### src/rtl/core/swsc_pkg.sv
// Shared types, codes and helpers for the sliding-window sender control unit.
// No dependencies.
`timescale 1ns / 1ps

package swsc_pkg;

	// Default sizing
	localparam int SLOTS_DEF       = 4;
	localparam int WINDOW_DEF      = 1;
	localparam int QUEUE_DEPTH_DEF = 16;

	// Command codes
	localparam logic [1:0] CMD_NEW   = 2'd0;
	localparam logic [1:0] CMD_ACK   = 2'd1;
	localparam logic [1:0] CMD_TIMER = 2'd2;

	// Action codes
	localparam logic [1:0] ACT_XMIT   = 2'd0;
	localparam logic [1:0] ACT_STOP   = 2'd1;
	localparam logic [1:0] ACT_REFUSE = 2'd2;

	typedef struct packed {
		logic [1:0]  command;
		logic [7:0]  packet_handle;
		logic [15:0] ack_number;
		logic        is_nak;
		logic        checksum_ok;
	} swsc_in_t;

	typedef struct packed {
		logic [1:0]  action;
		logic [15:0] frame_seq;
		logic [7:0]  frame_handle;
		logic        last;
	} swsc_out_t;

	typedef struct packed {
		logic push;
		logic pop;
	} q_ctrl_t;

	typedef struct packed {
		logic full;
		logic empty;
	} q_stat_t;

	typedef enum logic [3:0] {
		ST_IDLE,
		ST_DECODE,
		ST_NAK_RESEND,
		ST_NAK_RETIRE,
		ST_ACK_SLIDE,
		ST_SEND_CHK,
		ST_SEND_EMIT,
		ST_STOP_CHK,
		ST_TIMER,
		ST_FINISH
	} state_t;

	// Slot of (base slot + offset) modulo the slot count; offset stays below sixteen
	function automatic logic [4:0] slot_add(input logic [4:0] s, input logic [3:0] d,
			input logic [4:0] n);
		logic [4:0] v;
		v = s + {1'b0, d};
		for (int i = 0; i < 4; i++) begin
			if (v >= n) begin
				v = v - n;
			end
		end
		return v;
	endfunction

endpackage

### src/rtl/core/swsc_queue.sv
// Pending-packet queue: handle memory with head/tail pointers and fill count.
// Depends on swsc_pkg for the control and status structs.
`timescale 1ns / 1ps

module swsc_queue #(
	parameter int DEPTH = swsc_pkg::QUEUE_DEPTH_DEF
) (
	input  logic              clk,
	input  logic              arst_n,
	input  swsc_pkg::q_ctrl_t ctrl,
	input  logic [7:0]        wr_data,
	output logic [7:0]        rd_data,
	output swsc_pkg::q_stat_t stat
);
	import swsc_pkg::*;

	localparam int PW = $clog2(DEPTH);
	localparam int FW = $clog2(DEPTH + 1);

	logic [7:0]    mem [DEPTH];
	logic [PW-1:0] head_q;
	logic [PW-1:0] tail_q;
	logic [FW-1:0] fill_q;
	logic [7:0]    rd_q;

	// Store on push, registered read of the head entry every cycle
	always_ff @(posedge clk) begin
		if (ctrl.push) begin
			mem[tail_q] <= wr_data;
		end
		rd_q <= mem[head_q];
	end

	// Advance pointers and fill count
	always_ff @(posedge clk or negedge arst_n) begin
		if (!arst_n) begin
			head_q <= '0;
			tail_q <= '0;
			fill_q <= '0;
		end else begin
			if (ctrl.push) begin
				tail_q <= (tail_q == PW'(DEPTH - 1)) ? '0 : tail_q + 1'b1;
			end
			if (ctrl.pop) begin
				head_q <= (head_q == PW'(DEPTH - 1)) ? '0 : head_q + 1'b1;
			end
			if (ctrl.push && !ctrl.pop) begin
				fill_q <= fill_q + 1'b1;
			end else if (ctrl.pop && !ctrl.push) begin
				fill_q <= fill_q - 1'b1;
			end
		end
	end

	assign rd_data    = rd_q;
	assign stat.full  = (fill_q == FW'(DEPTH));
	assign stat.empty = (fill_q == '0);

endmodule

### src/rtl/core/sliding_window_sender_control_unit.sv
// Sliding-window sender control: one event at a time through a small sequencer
// that drives one shared 16-bit sequence adder. Depends on swsc_pkg, swsc_queue.
// Results leave from an output register; the receiver cannot stall.
// Reset (arst_n low) empties the window and the queue and clears all acked flags.
`timescale 1ns / 1ps

module sliding_window_sender_control_unit #(
	parameter int SLOTS       = swsc_pkg::SLOTS_DEF,
	parameter int WINDOW      = swsc_pkg::WINDOW_DEF,
	parameter int QUEUE_DEPTH = swsc_pkg::QUEUE_DEPTH_DEF
) (
	input  logic                clk,
	input  logic                arst_n,
	input  logic                start,
	output logic                busy,
	input  swsc_pkg::swsc_in_t  req,
	output swsc_pkg::swsc_out_t rsp,
	output logic                strobe
);
	import swsc_pkg::*;

	localparam int SW = $clog2(SLOTS);
	localparam int CW = $clog2(WINDOW + 1);

	state_t state_q, state_d;
	swsc_in_t req_q, req_d;
	logic [15:0] base_q, base_d;
	logic [15:0] next_q, next_d;
	logic [CW-1:0] outs_q, outs_d;
	logic [CW-1:0] cnt_q, cnt_d;
	logic [SW-1:0] base_slot_q, base_slot_d;
	logic [SW-1:0] next_slot_q, next_slot_d;
	logic [SW-1:0] idx_q, idx_d;
	logic moved_q, moved_d;
	logic stop_q, stop_d;
	logic in_q, in_d;

	logic [SLOTS-1:0] acked_q;
	logic [7:0] handle_q [SLOTS];

	swsc_out_t hold_q;
	logic hold_v_q;
	swsc_out_t rsp_q;
	logic strobe_q;

	// Shared sequence adder
	logic [15:0] op_a, op_b, sum;
	logic cin;

	// Per-cycle controls
	logic emit, flush;
	swsc_out_t emit_res;
	logic mark_en, clr_en, hwr_en;
	logic [SW-1:0] mark_idx, clr_idx;
	q_ctrl_t q_ctrl;
	q_stat_t q_stat;
	logic [7:0] q_rd;

	// Window checks on the adder result
	logic in_win, nxt_in;
	logic [3:0] nxt_off;

	function automatic logic [SW-1:0] slot_inc(input logic [SW-1:0] s);
		return (s == SW'(SLOTS - 1)) ? '0 : s + 1'b1;
	endfunction

	swsc_queue #(
		.DEPTH(QUEUE_DEPTH)
	) u_queue (
		.clk    (clk),
		.arst_n (arst_n),
		.ctrl   (q_ctrl),
		.wr_data(req_q.packet_handle),
		.rd_data(q_rd),
		.stat   (q_stat)
	);

	// Select adder operands by step
	always_comb begin
		op_a = '0;
		op_b = '0;
		cin  = 1'b0;
		case (state_q)
			ST_DECODE: begin
				op_a = req_q.ack_number;
				op_b = ~base_q;
				cin  = 1'b1;
			end
			ST_NAK_RESEND: begin
				op_a = req_q.ack_number;
				cin  = 1'b1;
			end
			ST_SEND_EMIT: begin
				op_a = next_q;
				cin  = 1'b1;
			end
			ST_ACK_SLIDE, ST_NAK_RETIRE: begin
				op_a = base_q;
				cin  = 1'b1;
			end
			ST_TIMER: begin
				op_a = base_q;
				op_b = 16'(cnt_q);
			end
			default: begin
				op_a = '0;
			end
		endcase
	end

	assign sum = op_a + op_b + 16'(cin);

	// Offset checks against the current window span
	assign in_win  = (sum < 16'(outs_q));
	assign nxt_in  = (outs_q != '0) && ((sum == 16'hFFFF) || (sum < 16'(outs_q) - 16'd1));
	assign nxt_off = (sum == 16'hFFFF) ? 4'd0 : sum[3:0] + 4'd1;

	// Sequencer: next state and step controls
	always_comb begin
		state_d     = state_q;
		req_d       = req_q;
		base_d      = base_q;
		next_d      = next_q;
		outs_d      = outs_q;
		cnt_d       = cnt_q;
		base_slot_d = base_slot_q;
		next_slot_d = next_slot_q;
		idx_d       = idx_q;
		moved_d     = moved_q;
		stop_d      = stop_q;
		in_d        = in_q;
		emit        = 1'b0;
		emit_res    = '0;
		flush       = 1'b0;
		mark_en     = 1'b0;
		mark_idx    = '0;
		clr_en      = 1'b0;
		clr_idx     = base_slot_q;
		hwr_en      = 1'b0;
		q_ctrl      = '0;
		case (state_q)
			ST_IDLE: begin
				if (start) begin
					req_d   = req;
					state_d = ST_DECODE;
				end
			end
			ST_DECODE: begin
				case (req_q.command)
					CMD_NEW: begin
						if (q_stat.full) begin
							emit                  = 1'b1;
							emit_res.action       = ACT_REFUSE;
							emit_res.frame_handle = req_q.packet_handle;
							state_d               = ST_FINISH;
						end else begin
							q_ctrl.push = 1'b1;
							stop_d      = 1'b0;
							state_d     = ST_SEND_CHK;
						end
					end
					CMD_ACK: begin
						if (!req_q.checksum_ok) begin
							state_d = ST_FINISH;
						end else if (req_q.is_nak) begin
							in_d   = in_win;
							cnt_d  = CW'(sum[3:0] + 4'd1);
							idx_d  = SW'(slot_add(5'(base_slot_q), nxt_off, 5'(SLOTS)));
							stop_d = 1'b1;
							if (nxt_in) begin
								state_d = ST_NAK_RESEND;
							end else if (in_win) begin
								state_d = ST_NAK_RETIRE;
							end else begin
								state_d = ST_STOP_CHK;
							end
						end else if (in_win) begin
							mark_en  = 1'b1;
							mark_idx = SW'(slot_add(5'(base_slot_q), sum[3:0], 5'(SLOTS)));
							moved_d  = 1'b0;
							stop_d   = 1'b1;
							state_d  = ST_ACK_SLIDE;
						end else begin
							state_d = ST_FINISH;
						end
					end
					CMD_TIMER: begin
						cnt_d   = '0;
						idx_d   = base_slot_q;
						state_d = ST_TIMER;
					end
					default: begin
						state_d = ST_FINISH;
					end
				endcase
			end
			ST_NAK_RESEND: begin
				emit                  = 1'b1;
				emit_res.action       = ACT_XMIT;
				emit_res.frame_seq    = sum;
				emit_res.frame_handle = handle_q[idx_q];
				state_d               = in_q ? ST_NAK_RETIRE : ST_STOP_CHK;
			end
			ST_NAK_RETIRE: begin
				// Retire the base frame, up to and including the named one
				clr_en      = 1'b1;
				outs_d      = outs_q - 1'b1;
				base_d      = sum;
				base_slot_d = slot_inc(base_slot_q);
				cnt_d       = cnt_q - 1'b1;
				if (cnt_q == CW'(1)) begin
					state_d = ST_SEND_CHK;
				end
			end
			ST_ACK_SLIDE: begin
				// Slide the base over acked slots
				if (acked_q[base_slot_q] && (outs_q != '0)) begin
					clr_en      = 1'b1;
					outs_d      = outs_q - 1'b1;
					base_d      = sum;
					base_slot_d = slot_inc(base_slot_q);
					moved_d     = 1'b1;
				end else begin
					state_d = moved_q ? ST_SEND_CHK : ST_STOP_CHK;
				end
			end
			ST_SEND_CHK: begin
				if ((outs_q < CW'(WINDOW)) && !q_stat.empty) begin
					state_d = ST_SEND_EMIT;
				end else begin
					state_d = stop_q ? ST_STOP_CHK : ST_FINISH;
				end
			end
			ST_SEND_EMIT: begin
				// Move the queue head out as a new frame
				q_ctrl.pop            = 1'b1;
				emit                  = 1'b1;
				emit_res.action       = ACT_XMIT;
				emit_res.frame_seq    = next_q;
				emit_res.frame_handle = q_rd;
				clr_en                = 1'b1;
				clr_idx               = next_slot_q;
				hwr_en                = 1'b1;
				outs_d                = outs_q + 1'b1;
				next_d                = sum;
				next_slot_d           = slot_inc(next_slot_q);
				state_d               = ST_SEND_CHK;
			end
			ST_STOP_CHK: begin
				if ((outs_q == '0) && q_stat.empty) begin
					emit            = 1'b1;
					emit_res.action = ACT_STOP;
				end
				state_d = ST_FINISH;
			end
			ST_TIMER: begin
				// Resend every unacked frame, oldest first
				if (cnt_q < outs_q) begin
					if (!acked_q[idx_q]) begin
						emit                  = 1'b1;
						emit_res.action       = ACT_XMIT;
						emit_res.frame_seq    = sum;
						emit_res.frame_handle = handle_q[idx_q];
					end
					cnt_d = cnt_q + 1'b1;
					idx_d = slot_inc(idx_q);
				end else begin
					state_d = ST_FINISH;
				end
			end
			ST_FINISH: begin
				flush   = 1'b1;
				state_d = ST_IDLE;
			end
			default: begin
				state_d = ST_IDLE;
			end
		endcase
	end

	// Hold sequencer and window state
	always_ff @(posedge clk or negedge arst_n) begin
		if (!arst_n) begin
			state_q     <= ST_IDLE;
			req_q       <= '0;
			base_q      <= '0;
			next_q      <= '0;
			outs_q      <= '0;
			cnt_q       <= '0;
			base_slot_q <= '0;
			next_slot_q <= '0;
			idx_q       <= '0;
			moved_q     <= 1'b0;
			stop_q      <= 1'b0;
			in_q        <= 1'b0;
		end else begin
			state_q     <= state_d;
			req_q       <= req_d;
			base_q      <= base_d;
			next_q      <= next_d;
			outs_q      <= outs_d;
			cnt_q       <= cnt_d;
			base_slot_q <= base_slot_d;
			next_slot_q <= next_slot_d;
			idx_q       <= idx_d;
			moved_q     <= moved_d;
			stop_q      <= stop_d;
			in_q        <= in_d;
		end
	end

	// Acked flags per slot
	always_ff @(posedge clk or negedge arst_n) begin
		if (!arst_n) begin
			acked_q <= '0;
		end else begin
			if (clr_en) begin
				acked_q[clr_idx] <= 1'b0;
			end
			if (mark_en) begin
				acked_q[mark_idx] <= 1'b1;
			end
		end
	end

	// Handle per slot, written when a frame goes out
	always_ff @(posedge clk) begin
		if (hwr_en) begin
			handle_q[next_slot_q] <= q_rd;
		end
	end

	// Result payload: hold one back so the final one can carry last
	always_ff @(posedge clk) begin
		if (emit) begin
			hold_q <= emit_res;
			rsp_q  <= hold_q;
		end else if (flush) begin
			rsp_q <= '{action: hold_q.action, frame_seq: hold_q.frame_seq,
				frame_handle: hold_q.frame_handle, last: 1'b1};
		end
	end

	// Result strobe and hold-valid flag
	always_ff @(posedge clk or negedge arst_n) begin
		if (!arst_n) begin
			hold_v_q <= 1'b0;
			strobe_q <= 1'b0;
		end else begin
			strobe_q <= 1'b0;
			if (emit) begin
				strobe_q <= hold_v_q;
				hold_v_q <= 1'b1;
			end else if (flush) begin
				strobe_q <= hold_v_q;
				hold_v_q <= 1'b0;
			end
		end
	end

	assign busy   = (state_q != ST_IDLE);
	assign rsp    = rsp_q;
	assign strobe = strobe_q;

endmodule

### config.mk
export PLATFORM = sky130hd
export DESIGN_NAME = sliding_window_sender_control_unit
export DESIGN_NICKNAME = d
export VERILOG_FILES = /design/src/rtl/core/swsc_pkg.sv /design/src/rtl/core/swsc_queue.sv /design/src/rtl/core/sliding_window_sender_control_unit.sv
export SDC_FILE = /design/constraint.sdc
export NUM_CORES = 1
export LEC_CHECK = 0
export BUFFER_PORTS_ARGS = -buffer_cell sky130_fd_sc_hd__clkbuf_2
export CAP_MARGIN = 10
export CORE_MARGIN = 2
export CORE_UTILIZATION = 45
export DETAILED_ROUTE_END_ITERATION = 10
export PLACE_DENSITY_LB_ADDON = 0.2
export SKIP_LAST_GASP = 1
export SLEW_MARGIN = 40
export SYNTH_ARGS = -nofsm -noshare
export SYNTH_HDL_FRONTEND = slang
export SYNTH_SLANG_ARGS = --single-unit
### constraint.sdc
create_clock -name clk -period 15.04 [get_ports clk]
set_input_delay 2.256 -clock clk [delete_from_list [all_inputs] [get_ports clk]]
set_output_delay 2.256 -clock clk [all_outputs]
set_load 0.03 [all_outputs]
# Word-level counts from Yosys, hierarchy flattened

Memories as Yosys holds them, arrays and structs flattened. A register that Yosys moved wholly into a read port is not among the register bits.
Cells that the tools add are included.
Widths: inputs -> output; s select.

Add/subtract/negate cells: 25
Magnitude comparators: 18
Eq/ne operators: 34
Mux-type cells: 143
Bitwise operators: 5
Reduce and logical (&&, ||, !) cells: 38

Operators by type and width:

| cell                 | number |
|---|---|
| $mux 5               | 35 |
| $pmux 16 s3          | 2 |
| $pmux 16 s2          | 2 |
| $mux 4               | 15 |
| $mux 27              | 2 |
| $mux 1               | 43 |
| $ge 5x3->1 const B   | 8 |
| $mux 2               | 18 |
| $pmux 4 s9           | 1 |
| $pmux 8 s4           | 1 |
| $sub 5x3->5 const B  | 6 |
| $mux 26              | 1 |
| $mux 24              | 1 |
| $ne 2x2->1 const B   | 11 |
| $add 16x1->16        | 1 |
| $add 16x16->16       | 1 |
| $eq 16x16->1 const B | 1 |
| $eq 4x3->1 const B   | 4 |
| $eq 4x4->1 const B   | 4 |
| $lt 16x1->1          | 1 |
| $lt 16x16->1         | 1 |
| $mux 16              | 1 |
| $mux 8               | 2 |
| $not 16->16          | 1 |
| 50 further kinds     | 100 |

Register bits: 147
Memory bits (writable): 160
Bits of input ports: 31
Output and inout bits: 29
Logic and storage cells: 294
Memories kept: 2

Memories:

| name        | words | width | rd ports | clocked after memory_dff | write ports | RTL line                                 | text |
|---|---|---|---|---|---|---|---|
| u_queue.mem | 16    | 8     | 1        | 1                        | 1           | swsc_queue.sv:20                         | `logic [7:0] mem [DEPTH];` |
| handle_q    | 4     | 8     | 1        | 0                        | 1           | sliding_window_sender_control_unit.sv:39 | `logic [7:0] handle_q [SLOTS];` |

# Logic depth before layout (Yosys ltp)

Word-level depth: 40
Depth in mapped cells: 27
Gate-level depth less buffers: 24

# By module

From an unflattened synthesis, not the netlist that was laid out.

Cell total of the unflattened synthesis: 1065
Area, all modules: 14445.1 um^2

By module, submodules not included:

| module                             | times used | cells an instance | area an instance (um^2) | seq. area each (um^2) |
|---|---|---|---|---|
| sliding_window_sender_control_unit | 1          | 757               | 8506.9                  | 4579.4 |
| swsc_queue                         | 1          | 308               | 5938.2                  | 4329.2 |

# Worst setup path after synthesis

Ideal clock, no wire load.

Kind: flip-flop to flip-flop
From: reg state_q[2]
To: reg state_q[0]
Setup time: 0.124 ns
Data arrival time: 5.151 ns
Data required time: 14.916 ns
Path slack: 9.765 ns
Stages on the path, launching flop included: 24
Path buffers: 2
Clock period less this slack: 5.275 ns
Cells stage by stage: dfrtp_1 buf_2 nor2_1 nand3_1 nand2_1 clkbuf_1 a222oi_1 fa_1 fa_1 and2b_2 o2111ai_4 and4_1 nor4_2 inv_1 ha_1 a21o_1 a21o_1 a21oi_1 nor2b_1 a2111o_1 a21o_1 a21boi_2 mux2i_1 a211o_1

Word-level cells in the longest chain between the ends: 13
Elaborated cells on any way between the ends: 33
Those cells by class: 2 x add/sub; 2 x order compare; 13 x eq/ne; 9 x mux; 7 x reduce/logical

RTL lines:

| item                                                                       | RTL line                                                                            | text |
|---|---|---|
| start: declaration                                                         | sliding_window_sender_control_unit.sv:25                                            | `state_t state_q, state_d;` |
| start signal: assignment                                                   | sliding_window_sender_control_unit.sv:297                                           | `state_q <= state_d;` |
| $eq 4x4->1, or another cell as far along                                   | sliding_window_sender_control_unit.sv:83, sliding_window_sender_control_unit.sv:141 |  |
| $reduce_or 3->1 (no source line) / $reduce_or 2->1 (equally long branches) | --                                                                                  |  |
| $pmux 16 s3                                                                | sliding_window_sender_control_unit.sv:83                                            | `case (state_q)` |
| $add 16x16->16                                                             | sliding_window_sender_control_unit.sv:111                                           | `assign sum = op_a + op_b + 16'(cin);` |
| $add 16x1->16                                                              | sliding_window_sender_control_unit.sv:111                                           |  |
| $lt 16x16->1 / $eq 16x16->1 (equally long branches)                        | sliding_window_sender_control_unit.sv:115                                           | `assign nxt_in = (outs_q != '0) && ((sum == 16'hFFFF) \|\| (sum < 16'(outs_q) - 16'd1));` |
| $logic_or 1x1->1                                                           | sliding_window_sender_control_unit.sv:115                                           |  |
| $logic_and 1x1->1                                                          | sliding_window_sender_control_unit.sv:115                                           |  |
| $mux 3                                                                     | sliding_window_sender_control_unit.sv:170                                           | `if (nxt_in) begin` |
| $mux 4                                                                     | sliding_window_sender_control_unit.sv:165                                           | `end else if (req_q.is_nak) begin` |
| $mux 4                                                                     | sliding_window_sender_control_unit.sv:163                                           | `if (!req_q.checksum_ok) begin` |
| $pmux 4 s3                                                                 | sliding_window_sender_control_unit.sv:149                                           | `case (req_q.command)` |
| $pmux 4 s9                                                                 | sliding_window_sender_control_unit.sv:141                                           | `case (state_q)` |

Several ways; a longest one is shown, not always the timed one.
A chain may end at the register's enable or synchronous reset.

# Worst setup path after layout

Same ends and word-level chain as after synthesis.

==> results summary <==
The number of placed I/O pins is 60. The worst path needs about 6.4 ns of the cycle, external delays included. The hold-fix buffer count after cts is 0. The initial detailed-routing violation count is between 800 and 900. Tracing the worst setup path back leads to its startpoint at state_q[2]. The sequential fraction of the synthesis area is approximately 62%. Summed over all cells, the static leakage comes to 6.24 nW. The worst flop-to-flop path startpoint is state_q[2]. The largest net degree at the start of global routing came out at 56. For this run, the leading register cell type out of synthesis is sky130_fd_sc_hd__edfxtp_1. The clock tree from TritonCTS is done. The number of sinks on the clock net is between 300 and 400. The net switching power is between 1 and 1.5 mW. The measured slew at the worst slew-check pin is 0.828 ns. The number of vias per cell came out at approximately 5.7. Clock-pin slew was measured on the worst setup and hold paths at approximately 0.050 ns.

The kind of path behind the tightest hold check is flop to flop. The headroom to the max-slew limit came out at between 40% and 50%. In the synthesized netlist the async set-or-reset flop fraction comes to roughly 30%. The top achievable clock speed came out at around 160 MHz. The largest single stage delay on the critical path is between 0.6 and 0.7 ns. The required time at the worst-slack endpoint came out at between 15 and 20 ns. The starting density of the core came out at ~46%. The die width is around 180 um. Setup slack on the critical path of the routed design comes to 8.63 ns. The number of setup violations in the final report came out at 0. Setup repair after global routing left no endpoint under its margin. The number of buffer and inverter stages on the critical path came out at 1. The count of warnings emitted by yosys is 0.

The post-detailed-route DRC marker count came out at 0. The area share of the largest cell type after synthesis came out at 44.5%. The post-route antenna net violation count came out at 0. The areal power density over the cells is 230 nW/um^2. The overall routed net length came out at between 30 and 40 mm. In this run the cell area measured after placement is 15100 um^2. The number of failing hold endpoints at the final stage is 0. The post-synthesis net count came out at between 1000 and 1500. The via count of the routed design came out at 9004. Leaving out fill and tap cells, the most frequent cells in the layout are 213 x sky130_fd_sc_hd__edfxtp_1, 107 x sky130_fd_sc_hd__nand2_1, 94 x sky130_fd_sc_hd__o21ai_0. The number of distinct library cells after synthesis came out at 80. The count of nets after finishing came out at around 1200. The full die area is between 30000 and 40000 um^2. The max-slew violation count came out at 0. STA classifies the critical path startpoint as a flop.

The initial antenna violation count came out at 0. The maximum resistive drop on vdd came out at around 0.00014 V. The power share of the combinational group is around 40%. Grouping stages by cell kind, the critical path spends the most delay in simple AND/OR/NAND/NOR gates. The total clock buffers created by CTS came out at 35.

The number of antenna diodes in the final layout is 0. The cell count after synthesis is between 1000 and 1500. The mean post-synth cell area is between 10 and 15 um^2. The detailed-placement wirelength estimate came out at ~22 mm. The number of flip-flops and latches in the synthesized netlist came out at ~320. By area the synthesized netlist is led by sky130_fd_sc_hd__edfxtp_1 45%, sky130_fd_sc_hd__dfrtp_1 16%, sky130_fd_sc_hd__ha_1 4.1%. Cells with a size suffix above 1 make up a little under a fifth of the layout. The endpoint arrival time on the critical path is a little under 7 ns. The cell sitting at the root of the clock tree is a sky130_fd_sc_hd__clkbuf_16. The cell repeated most along the worst path is sky130_fd_sc_hd__a21o_1.

Post-CTS timing repair inserted 0 buffers for setup. Prior to clock tree synthesis, the placed netlist has a worst setup slack of between 8 and 9 ns. The run finished with clean final reports.

The die is 183 um tall. The area growth from synthesis to layout is 13.1%. The clock network fraction of design power is between 20% and 30%. The library cell used most frequently in the layout, excluding fill and tap cells, is sky130_fd_sc_hd__edfxtp_1. The post-synthesis cell area is 14400 um^2.

The filler cell count in the final layout is roughly 2700. The setup path with the least slack is of type flop to flop. Dividing the final minimum period by the clock period gives a little over two fifths. The overall global routing resource usage came out at 19.8%. The post-route clock skew is 0.0165 ns. In this run the worst path has a maximum fanout of 18. The largest total area in the synthesized netlist belongs to sky130_fd_sc_hd__edfxtp_1.

The critical path goes through nor2b_1 -> o21ai_0 -> nand2_1 -> a222oi_1 -> fa_1 -> fa_1 -> and2b_2 -> o2111ai_4 -> and4_1 -> nor4_2 -> inv_1 -> ha_1 -> a21o_1 -> a21o_1 -> a21oi_1 -> nor2b_1 -> a2111o_1 -> a21o_1 -> a21boi_2 -> mux2i_1 -> a211o_1. The count of max-cap constraint violations came out at 0. After floorplanning, the core was sized to cover ~31000 um^2. The pre-antenna-repair detailed-routing pass consisted of 6 iterations. The clock passes through at most 3 buffers. The worst hold path begins at hold_q[12]. The initialized floorplan defines 65 standard-cell rows. The cell with the largest stage delay on the worst path is sky130_fd_sc_hd__dfrtp_1.

After clock tree synthesis, the repair step resized 0 gates. The number of H-tree levels came out at 2. The summed negative setup slack over all endpoints is 0 ns. The number of buffer cells added on primary ports came out at 59. STA classifies the critical path endpoint as a flop. The global-route wire length before repair came out at 50.9 mm.

The number of synthesized flops with an enable pin came out at between 200 and 250. The share of the core filled with cells in the final layout is between 50% and 60%. Internal power comes to 2.25 mW. For this run the aggregate overflow at the end of global routing stands at 0. The cell area after layout came out at roughly 16000 um^2. The congestion estimate from routability-driven global placement came to between 0.8 and 0.9. The clock latency reported for the late side of the worst-skew pair is 0.52 ns. The routed wire length per instance came out at roughly 21 um. Hold timing on the final database bottoms out at a slack of between 0.4 and 0.5 ns. Net switching is 39.8% of the power. The via count of the first global-routing pass was 8800. The share of power burned in registers came out at roughly 38%.
## stage by stage
step	power, mW	instances
after global placement	2.89	1516
after floorplan	2.46	1093
final	3.73	1580
after detailed placement	2.92	1516
after CTS	3.75	1580
after global routing	3.99	1580
## synth_stat cells (all sizes together), types with 4 or more instances
master  number
edfxtp     213
nand2      109
o21ai      100
dfrtp       94
inv         57
nor2        51
ha          47
clkbuf      41
mux2        39
a21oi       34
mux2i       28
mux4        26
a22oi       19
nand3       19
nor3        17
xnor2       16
a222oi      15
a21o        13
buf         13
nor4        12
xor2         9
a221oi       8
and2         8
dfxtp        8
nand2b       8
nor2b        8
nand4        7
a211oi       5
and3         5
o211ai       4
o21a         4
## per-layer routing
metal / vias up / track usage [%] / part of all wire [%]
met5: - / 0 / 0
met1: 4465 / 30.6 / 49
met2: 263 / 29.3 / 44
li1: 4234 / - / -
met4: 0 / 4.68 / 1.6
met3: 42 / 3.31 / 6.2
## state kept, by name, indices dropped and copies added (netlist names), 5 cells and up
signal / count
handle_q: 32
u_queue.mem: 128
next_q: 16
u_queue.fill_q: 5
u_queue.rd_data: 8
base_q: 16
req_q: 28
hold_q: 26
rsp: 27
## worst paths after layout
kind | end | slack (ns) | cells after the start
min in group asynchronous | base_slot_q[1] | 1.75 | 1
setup reg to reg | state_q[0] | 8.63 | 21
setup / recovery | state_q[0] | 8.63 | 21
max in group asynchronous | req_q[13] | 12.15 | 2
hold reg to reg | rsp[12] | 0.42 | 0
hold / removal | rsp[12] | 0.42 | 0
## cell families (layout without fill, tap and decap cells)
family,Yosys count,after routing,share of synthesized area [%]
compound gates,239,239,11.0
xor+xnor,25,25,1.63
fa+ha+maj,50,50,4.51
buf+inv,112,197,2.97
flops,315,315,62.0
mux,93,93,9.09
simple gates,259,259,8.71
## worst reg2reg max path: stages (launching register included)
cell	delay, ns
sky130_fd_sc_hd__dfrtp_1	0.69
sky130_fd_sc_hd__nor2b_1	0.46
sky130_fd_sc_hd__o21ai_0	0.23
sky130_fd_sc_hd__nand2_1	0.57
sky130_fd_sc_hd__a222oi_1	0.20
sky130_fd_sc_hd__fa_1	0.50
sky130_fd_sc_hd__fa_1	0.41
sky130_fd_sc_hd__and2b_2	0.28
sky130_fd_sc_hd__o2111ai_4	0.17
sky130_fd_sc_hd__and4_1	0.26
sky130_fd_sc_hd__nor4_2	0.60
sky130_fd_sc_hd__inv_1	0.10
sky130_fd_sc_hd__ha_1	0.31
sky130_fd_sc_hd__a21o_1	0.16
sky130_fd_sc_hd__a21o_1	0.17
sky130_fd_sc_hd__a21oi_1	0.14
sky130_fd_sc_hd__nor2b_1	0.06
sky130_fd_sc_hd__a2111o_1	0.28
sky130_fd_sc_hd__a21o_1	0.17
sky130_fd_sc_hd__a21boi_2	0.16
sky130_fd_sc_hd__mux2i_1	0.09
sky130_fd_sc_hd__a211o_1	0.30
## final cells by class
cell class	count	area [um^2]	area share (%)
inverter	58	218	1.34
clock buffer	50	983	6.06
sequential	315	8910	54.9
timing repair buffer	75	422	2.60
clock inverter	14	136	0.840
tap	402	503	3.10
multi-input combinational	666	5060	31.2
## power groups by stage
stage / Clock, mW / Combinational [mW] / Sequential (mW)
after floorplan: 0 / 1.12 / 1.35
after global placement: 0 / 1.48 / 1.41
after detailed placement: 0 / 1.50 / 1.42
after CTS: 0.842 / 1.51 / 1.40
after global routing: 0.880 / 1.68 / 1.43
final: 0.826 / 1.51 / 1.40
(Power assumes the default switching activity.)
